$ cat src/rtl/core/tpba_pkg.sv
// Shared types, constants and layout decoders for the tile pixel bitplane access block.
// Used by tpba_ctrl, tpba_datapath and tile_pixel_bitplane_access; depends on nothing.
package tpba_pkg;

  // Field widths
  localparam int CMD_W  = 2;
  localparam int FMT_W  = 5;
  localparam int BASE_W = 16;
  localparam int XY_W   = 4;
  localparam int BYTE_W = 8;
  localparam int CFG_W  = 17;

  // Row start and byte address widths: base + 15*16 + 97 stays below 2^18
  localparam int ROW_W  = 17;
  localparam int ADDR_W = 18;
  localparam int OFS_W  = 7;
  localparam int CNT_W  = 4;

  // Slave tdata layout, lowest bit first
  localparam int IN_CMD_LSB  = 0;
  localparam int IN_FMT_LSB  = IN_CMD_LSB + CMD_W;
  localparam int IN_BASE_LSB = IN_FMT_LSB + FMT_W;
  localparam int IN_X_LSB    = IN_BASE_LSB + BASE_W;
  localparam int IN_Y_LSB    = IN_X_LSB + XY_W;
  localparam int IN_WV_LSB   = IN_Y_LSB + XY_W;
  localparam int IN_W        = 40;
  localparam int OUT_W       = 16;

  typedef enum logic [CMD_W-1:0] {
    CMD_WRITE_BYTE = 2'd0,
    CMD_READ_BYTE  = 2'd1,
    CMD_GET_PIXEL  = 2'd2,
    CMD_SET_PIXEL  = 2'd3
  } cmd_t;

  // Tile layout codes
  localparam logic [FMT_W-1:0] FMT_BPP2       = 5'd0;
  localparam logic [FMT_W-1:0] FMT_BPP4       = 5'd1;
  localparam logic [FMT_W-1:0] FMT_BPP8       = 5'd2;
  localparam logic [FMT_W-1:0] FMT_DIRECT     = 5'd3;
  localparam logic [FMT_W-1:0] FMT_M7         = 5'd4;
  localparam logic [FMT_W-1:0] FMT_M7_DIRECT  = 5'd5;
  localparam logic [FMT_W-1:0] FMT_M7_EXT     = 5'd6;
  localparam logic [FMT_W-1:0] FMT_LINE2      = 5'd7;
  localparam logic [FMT_W-1:0] FMT_SPR4       = 5'd8;
  localparam logic [FMT_W-1:0] FMT_SPR01      = 5'd9;
  localparam logic [FMT_W-1:0] FMT_SPR23      = 5'd10;
  localparam logic [FMT_W-1:0] FMT_BG_CG0     = 5'd11;
  localparam logic [FMT_W-1:0] FMT_BG_CG1     = 5'd12;
  localparam logic [FMT_W-1:0] FMT_ROW4       = 5'd13;
  localparam logic [FMT_W-1:0] FMT_BPP1       = 5'd14;
  localparam logic [FMT_W-1:0] FMT_PACK4      = 5'd15;
  localparam logic [FMT_W-1:0] FMT_PACK8      = 5'd16;
  localparam logic [FMT_W-1:0] FMT_PACK4_SWAP = 5'd17;

  typedef enum logic [1:0] {
    ST_IDLE,
    ST_READ,
    ST_MODIFY,
    ST_DONE
  } state_t;

  // One memory access of a pixel: byte offset from row start, bit in the byte,
  // bit in the colour, or the whole byte
  typedef struct packed {
    logic [OFS_W-1:0] offset;
    logic [2:0]       pix;
    logic [2:0]       cbit;
    logic             whole;
  } acc_t;

  typedef struct packed {
    logic       load;
    logic       read;
    logic       modify;
    logic       finish;
    logic [2:0] step;
  } ctl_cmd_t;

  typedef struct packed {
    logic [CNT_W-1:0] count;
    logic             out_free;
  } ctl_sts_t;

  function automatic logic is_wide(logic [FMT_W-1:0] fmt);
    return (fmt == FMT_SPR4) || (fmt == FMT_SPR01) || (fmt == FMT_SPR23);
  endfunction

  // log2 of the row stride
  function automatic logic [2:0] stride_shift(logic [FMT_W-1:0] fmt);
    logic [2:0] s;
    s = 3'd1;
    unique case (fmt) inside
      FMT_M7, FMT_M7_DIRECT, FMT_M7_EXT:     s = 3'd4;
      FMT_LINE2, FMT_BPP1:                   s = 3'd0;
      FMT_ROW4, FMT_PACK4, FMT_PACK4_SWAP:   s = 3'd2;
      FMT_PACK8:                             s = 3'd3;
      default:                               s = 3'd1;
    endcase
    return s;
  endfunction

  // Number of memory accesses a pixel takes; zero for unknown layouts
  function automatic logic [CNT_W-1:0] acc_count(logic [FMT_W-1:0] fmt);
    logic [CNT_W-1:0] n;
    n = '0;
    unique case (fmt) inside
      FMT_BPP2, FMT_BG_CG0, FMT_LINE2, FMT_BG_CG1, FMT_SPR01, FMT_SPR23: n = 4'd2;
      FMT_BPP4, FMT_SPR4, FMT_ROW4, FMT_PACK4, FMT_PACK4_SWAP:           n = 4'd4;
      FMT_BPP8, FMT_DIRECT, FMT_PACK8:                                   n = 4'd8;
      FMT_M7, FMT_M7_DIRECT, FMT_M7_EXT, FMT_BPP1:                       n = 4'd1;
      default:                                                           n = '0;
    endcase
    return n;
  endfunction

  // Access k of a pixel at column x
  function automatic acc_t acc_desc(logic [FMT_W-1:0] fmt, logic [XY_W-1:0] x,
                                    logic [2:0] k);
    acc_t d;
    d.offset = '0;
    d.pix    = 3'd7 - x[2:0];
    d.cbit   = k;
    d.whole  = 1'b0;
    unique case (fmt) inside
      FMT_BPP2, FMT_BG_CG0:           d.offset = {6'd0, k[0]};
      FMT_LINE2:                      d.offset = k[0] ? 7'd8 : 7'd0;
      FMT_BPP4, FMT_BPP8, FMT_DIRECT: d.offset = {1'b0, k[2:1], 3'b000, k[0]};
      FMT_BG_CG1: begin
        d.offset = {3'b001, 3'b000, k[0]};
        d.cbit   = {2'b01, k[0]};
      end
      FMT_M7, FMT_M7_DIRECT, FMT_M7_EXT: begin
        d.offset = {2'b00, x, 1'b1};
        d.whole  = 1'b1;
      end
      // Left half of a wide sprite sits one byte after the right half
      FMT_SPR4, FMT_SPR01:            d.offset = {k[1:0], 4'b0000, ~x[3]};
      FMT_SPR23: begin
        d.offset = {1'b1, k[0], 4'b0000, ~x[3]};
        d.cbit   = {2'b01, k[0]};
      end
      FMT_ROW4:                       d.offset = {5'd0, k[1:0]};
      FMT_BPP1:                       d.offset = '0;
      FMT_PACK4: begin
        d.offset = {4'd0, x[3:1]};
        d.pix    = {x[0], k[1:0]};
      end
      FMT_PACK4_SWAP: begin
        d.offset = {4'd0, x[3:1]};
        d.pix    = {~x[0], k[1:0]};
      end
      FMT_PACK8: begin
        d.offset = {3'd0, x};
        d.pix    = k;
      end
      default: d.offset = '0;
    endcase
    return d;
  endfunction

endpackage

$ cat src/rtl/core/tpba_ctrl.sv
// Sequencer for the tile pixel bitplane access block: steps through the memory
// accesses of one item. Depends on tpba_pkg.
module tpba_ctrl (
  input  logic                clk,
  input  logic                rst,
  input  logic                s_tvalid,
  output logic                s_tready,
  input  tpba_pkg::ctl_sts_t  sts,
  output tpba_pkg::ctl_cmd_t  cmd
);

  tpba_pkg::state_t              state, state_next;
  logic [tpba_pkg::CNT_W-1:0]    step, step_next;

  always_ff @(posedge clk) begin
    if (rst) begin
      state <= tpba_pkg::ST_IDLE;
      step  <= '0;
    end else begin
      state <= state_next;
      step  <= step_next;
    end
  end

  always_comb begin
    state_next = state;
    step_next  = step;
    cmd        = '0;
    cmd.step   = step[2:0];
    unique case (state)
      tpba_pkg::ST_IDLE: begin
        if (s_tvalid) begin
          cmd.load   = 1'b1;
          step_next  = '0;
          state_next = tpba_pkg::ST_READ;
        end
      end
      tpba_pkg::ST_READ: begin
        if (step == sts.count) begin
          state_next = tpba_pkg::ST_DONE;
        end else begin
          cmd.read   = 1'b1;
          state_next = tpba_pkg::ST_MODIFY;
        end
      end
      tpba_pkg::ST_MODIFY: begin
        cmd.modify = 1'b1;
        step_next  = step + 1'b1;
        state_next = tpba_pkg::ST_READ;
      end
      tpba_pkg::ST_DONE: begin
        if (sts.out_free) begin
          cmd.finish = 1'b1;
          state_next = tpba_pkg::ST_IDLE;
        end
      end
      default: state_next = tpba_pkg::ST_IDLE;
    endcase
  end

  assign s_tready = (state == tpba_pkg::ST_IDLE);

  a_step_bound: assert property (@(posedge clk) disable iff (rst)
    (state == tpba_pkg::ST_MODIFY) |-> (step < sts.count))
    else $error("access step beyond access count");

  a_finish_free: assert property (@(posedge clk) disable iff (rst)
    cmd.finish |-> sts.out_free)
    else $error("result loaded while output register still held");

  a_load_then_read: assert property (@(posedge clk) disable iff (rst)
    cmd.load |=> (state == tpba_pkg::ST_READ && step == '0))
    else $error("item accepted without starting its access sequence");

endmodule

$ cat config.mk
export PLATFORM = sky130hd
export DESIGN_NAME = tpba_ctrl
export DESIGN_NICKNAME = d
export VERILOG_FILES = /design/src/rtl/core/tpba_pkg.sv /design/src/rtl/core/tpba_ctrl.sv
export SDC_FILE = /design/constraint.sdc
export NUM_CORES = 1
export LEC_CHECK = 0
export ABC_AREA = 1
export BUFFER_PORTS_ARGS = -buffer_cell sky130_fd_sc_hd__buf_2
export CAP_MARGIN = 20
export CELL_PAD_IN_SITES_DETAIL_PLACEMENT = 1
export CELL_PAD_IN_SITES_GLOBAL_PLACEMENT = 1
export CORE_UTILIZATION = 30
export CTS_CLUSTER_SIZE = 20
export DETAILED_ROUTE_END_ITERATION = 10
export PLACE_DENSITY = 0.74
export RECOVER_POWER = 100
export SKIP_LAST_GASP = 1
export SLEW_MARGIN = 20
export SYNTH_ARGS = -nofsm -noshare
export SYNTH_HDL_FRONTEND = slang
export SYNTH_SLANG_ARGS = --single-unit
$ cat constraint.sdc
create_clock -name clk -period 2.3 [get_ports clk]
set_clock_uncertainty 0.2 [all_clocks]
set_input_delay 0.46 -clock clk [delete_from_list [all_inputs] [get_ports clk]]
set_output_delay 0.46 -clock clk [all_outputs]
set_load 0.02 [all_outputs]
==> results of run 1 <==
## worst max-delay path: cells and delay by family, from the launching register on
kind / cells / cell delay, ps
compound gates: 1 / 190
buf+inv: 2 / 330
flops: 1 / 390
simple gates: 1 / 150
## layout make-up
class,count,area [um2]
fill,167,684
sequential,6,120
tap,14,17.5
multi-input combinational,43,198
inverter,13,48.8
timing repair buffer,15,65.1
clock buffer,3,22.5
## stage by stage
step / hold WS [ps] / util (%) / setup slack [ps]
after global routing: 243 / 40.8 / 221
final: 225 / 40.8 / 341
after global placement: 317 / 39.9 / 545
after floorplan: 283 / - / 500
after CTS: 228 / 41.9 / 376
after detailed placement: 328 / 39.9 / 529
## flip-flops by register name (all words and copies together), names as in the netlist
signal,flops
state,2
step,4
## per-layer routing
layer / track usage (%) / vias up / part of all wire (%)
met4: 8.04 / 0 / 1.0
li1: - / 226 / -
met1: 15.4 / 193 / 44
met3: 8.72 / 2 / 5.7
met2: 30.9 / 11 / 50
met5: 0 / - / 0
## cells in the final DEF (no fill, tap or decap)
master    count
inv_1        13
ha_1          1
nand3_1       3
clkbuf_4      3
o22ai_1       1
nor2_1        9
a21oi_1       3
dfxtp_1       6
nor3_1        2
o21a_1        1
buf_2         7
a21boi_0      1
o21ai_0       3
and3_2        1
nand2_1      18
clkbuf_1      8
## logic make-up (layout without fill, tap and decap cells)
kind of cell             count (synthesis)  count (layout)  share of synthesized area, %
AO/OA/AOI/OAI                            9               9                          13.1
adder cells (fa/ha/maj)                  1               1                          3.19
buffers and inverters                   16              31                          18.2
flip-flops                               6               6                          30.7
AND/OR/NAND/NOR                         33              33                          34.8
## report_power, final
part / internal (mW) / switching, mW / leakage [nW]
clock: 0.0594 / 0.0429 / 0.0138
sequential: 0.108 / 0.00553 / 0.0488
combinational: 0.0163 / 0.0318 / 0.181
## worst paths after layout
kind	start	end
worst max register to register	state[0]	step[1]
worst min register to register	step[0]	step[0]
worst max-delay path	state[0]	cmd[5]
worst min-delay path	rst	step[2]
==> impl_metrics.ini, run 1 <==
[run_status]
status = completed

[synth]
yosys.cell_types.count = 17
synthFlopType = dfxtp_1
syn_nets = 74
syn_avg_cell_area_um2 = 6.03
yosys.area.top_type = dfxtp_1
synthArstFlopShare_pct = 0
syn-instance-count = 65
yosysMostFrequentCell = nand2_1
synth_seq_cells = 6
yosysWarnings = 0
yosys-top-cells-area = dfxtp_1, nand2_1, inv_1
ys_seq_area_share_pct = 30.7
syn_area_um2 = 392
synth_top_area_share_pct = 30.7
synthTopCellsByCount = nand2_1, inv_1, nor2_1
synth_edf_count = 0

[run]
max_cap_violations = 0

[clocking]
post_cts_buffers = 0
hold_buffers = 0
clockBufferDepth = 2
cts_root_buffer = clkbuf_4
cts_resized = 0
clkLatencyLatePin_ps = 250
clock_sinks = 6
tritoncts = done
path_clk_slew_ps = 50
htree_num_levels = 1
cts_made_buffers = 3

[timing]
max_clock_freq_mhz = 510
setup_tns_ps = 0
min_period_over_period_pct = 85.2
worst_pin_slew_ps = 361
final.min_clock_period_ps = 1960
final-max-slew-violation-count = 0
setup_viol_count_final = 0
rsz0062_at_grt = false
slew_headroom_pct = 75.7
final_hold_viol_count = 0

[global_route]
grt_pass1_vias = 415
grt_pass1_wl_um = 1600
track_usage_pct = 17.1
grt_antenna_before_repair = 0
gr-total-overflow = 0
grt_max_degree = 8

[power]
powerDensity_nw_per_um2 = 560
finalPower_uw = 264
irDropWorstVdd_mv = 0.308
leakagePower_nw = 0.243

[placed_design]
globalplace.congestion = 0.685
io_buffers = 15
dpl_cell_area_um2 = 462
hpwl_um = 785
dpl.cell_count = 91

[critical_path]
crit_type = register to output pin
critPathLaunchType = register
slowest_stage = dfxtp_1
worstPathArrival_ps = 1300
r2r_setup_slack_ps = 1010
cp-end-kind = output pin
path_cells = inv_1 -> nor2_1 -> a21boi_0 -> clkbuf_1
reg2reg_depth = 5
critical_path.max_fanout = 6
max_stage_delay_ps = 390
required_ps = 1640

[floorplan]
ios = 16
start_util_pct = 33.9
dieHeight_um = 38.1
die_x_um = 38.1
core_um2 = 1160
rows = 12
dieArea_um2 = 1450

[final_layout]
layout.cells.non_filler = 94
design_area_um2 = 472
antennaDiodeCount = 0
syn2layout_area_growth_pct = 20.4
finalNetCount = 91
final_layout_size_suffix_gt1_share_pct = 13.8

[routing]
detailroute.via_count = 432
drt_pass1_iterations = 3
drtIter0Drc = 3
wl_um = 963
antenna_left = 0
viasPerCell = 4.60
wl_per_cell_um = 10.2
drc = 0

[hold_path]
hold_path_depth = 2
hold_class = input port to register
(Power assumes the default switching activity.)
==> run 2: changes to the inputs <==
--- a/config.mk
+++ b/config.mk
@@ -6,7 +6,7 @@
 export NUM_CORES = 1
 export LEC_CHECK = 0
 export ABC_AREA = 1
-export BUFFER_PORTS_ARGS = -buffer_cell sky130_fd_sc_hd__buf_2
+export BUFFER_PORTS_ARGS = -buffer_cell sky130_fd_sc_hd__buf_4
 export CAP_MARGIN = 20
 export CELL_PAD_IN_SITES_DETAIL_PLACEMENT = 1
 export CELL_PAD_IN_SITES_GLOBAL_PLACEMENT = 1
==> run 2 against run 1 <==
Against the previous run:
- via count up 2.1%
- global-route usage shrank 0.47 points
- die area stayed put
==> impl_metrics.ini, run 2 (same netlist as run 1, synthesis figures left out) <==
[clocking]
hold_buffers = 0
htree_num_levels = 1
tritoncts = done
cts_resized = 0
clockBufferDepth = 2
cts_made_buffers = 3
path_clk_slew_ps = 40
clock_sinks = 6
post_cts_buffers = 0
clkLatencyLatePin_ps = 240
cts_root_buffer = clkbuf_4

[final_layout]
largest_register = step
syn2layout_area_growth_pct = 24.9
mostFrequentLayoutCell = nand2_1
design_area_um2 = 489
final_layout_size_suffix_gt1_share_pct = 13.8
fin_util_pct = 42.3
fill_cells = 166
antennaDiodeCount = 0
largest_register_ffs = 4
finalNetCount = 91
final-seq-area_um2 = 120
multiInputGateArea_um2 = 198
biggestRegsByFlops = step x4, state x2
layout_common_cells = nand2_1, inv_1, nor2_1

[routing]
drt_pass1_iterations = 2
drtIter0Drc = 6
wl_per_cell_um = 10.4
drc = 0
viasPerCell = 4.69
detailroute.via_count = 441
wl_um = 976
antenna_left = 0

[critical_path]
crit_type = register to output pin
required_ps = 1640
critPathLaunchType = register
slowest_stage = dfxtp_1
crit_buf_inv = 2
max_stage_delay_ps = 390
cp-end-kind = output pin
cpLargestDelayFamily = flip-flops
critical_path.max_fanout = 6
path_cells = inv_1 -> nor2_1 -> a21boi_0 -> clkbuf_1
worstPathArrival_ps = 1340

[placed_design]
hpwl_um = 827
globalplace.congestion = 0.707
io_buffers = 15
dpl_cell_area_um2 = 499

[timing]
min_period_over_period_pct = 87.1
timing.hold.ws_ps = 207
worst_pin_slew_ps = 380
setup_tns_ps = 0
final_hold_viol_count = 0
rsz0062_at_grt = false
max_clock_freq_mhz = 499
final.min_clock_period_ps = 2000
final-max-slew-violation-count = 0
setup_viol_count_final = 0
slew_headroom_pct = 74.5

[global_route]
grt_max_degree = 8
track_usage_pct = 16.6
grt_antenna_before_repair = 0
grt_pass1_wl_um = 1570
gr-total-overflow = 0
grt_pass1_vias = 395

[power]
irDropWorstVdd_mv = 0.259
leakagePower_nw = 0.249
powerDensity_nw_per_um2 = 538
finalPower_uw = 263

[run]
max_cap_violations = 0

[floorplan]
rows = 12
dieHeight_um = 38.1
dieArea_um2 = 1450
core_um2 = 1160
ios = 16
start_util_pct = 33.9
die_x_um = 38.1

[run_status]
status = completed

[hold_path]
hold_class = input port to register
==> run 2: changes by cell type in the layout (fill, tap and decap cells not counted) <==
cell / delta
buf_2: -7
buf_4: +7
==> run 2: layout make-up <==
cell class                      instances  area share (%)
Multi-Input combinational cell         43            40.4
Sequential cell                         6            24.6
Timing Repair Buffer                   15            16.9
Inverter                               13            9.97
Clock buffer                            3            4.60
Tap cell                               14            3.58
==> run 2: worst register-to-register path: stages, from the launching register on <==
cell and delay [ps]:
dfxtp_1 390, inv_1 80, nand2_1 120, o21ai_0 170, o21a_1 210, nor2_1 70
==> run 2: per-stage QoR <==
step	std cells	setup slack [ps]
2_1_floorplan	65	500
6_report	94	296
3_3_place_gp	91	537
4_1_cts	94	318
3_5_place_dp	91	482
5_1_grt	94	160
==> run 2: worst paths after layout <==
path	from	endpoint	slack, ps	cells after the start
max	state[0]	cmd[5]	300	4
min reg2reg	step[0]	step[0]	360	1
min	rst	state[0]	210	2
max reg2reg	state[0]	step[1]	990	5
==> run 2: report_power, final <==
| group | internal [mW] | switching (mW) |
|---|---|---|
| Combinational | 0.0196 | 0.0325 |
| Clock | 0.0590 | 0.0382 |
| Sequential | 0.108 | 0.00588 |
| Total | 0.187 | 0.0765 |
==> run 2: routing by layer <==
metal	GRT usage, %	vias up	share of wire [%]
met5	0	-	0
met4	5.36	0	0
met3	8.72	0	6.0
met2	27.1	11	51
met1	18.3	200	43
li1	-	230	-
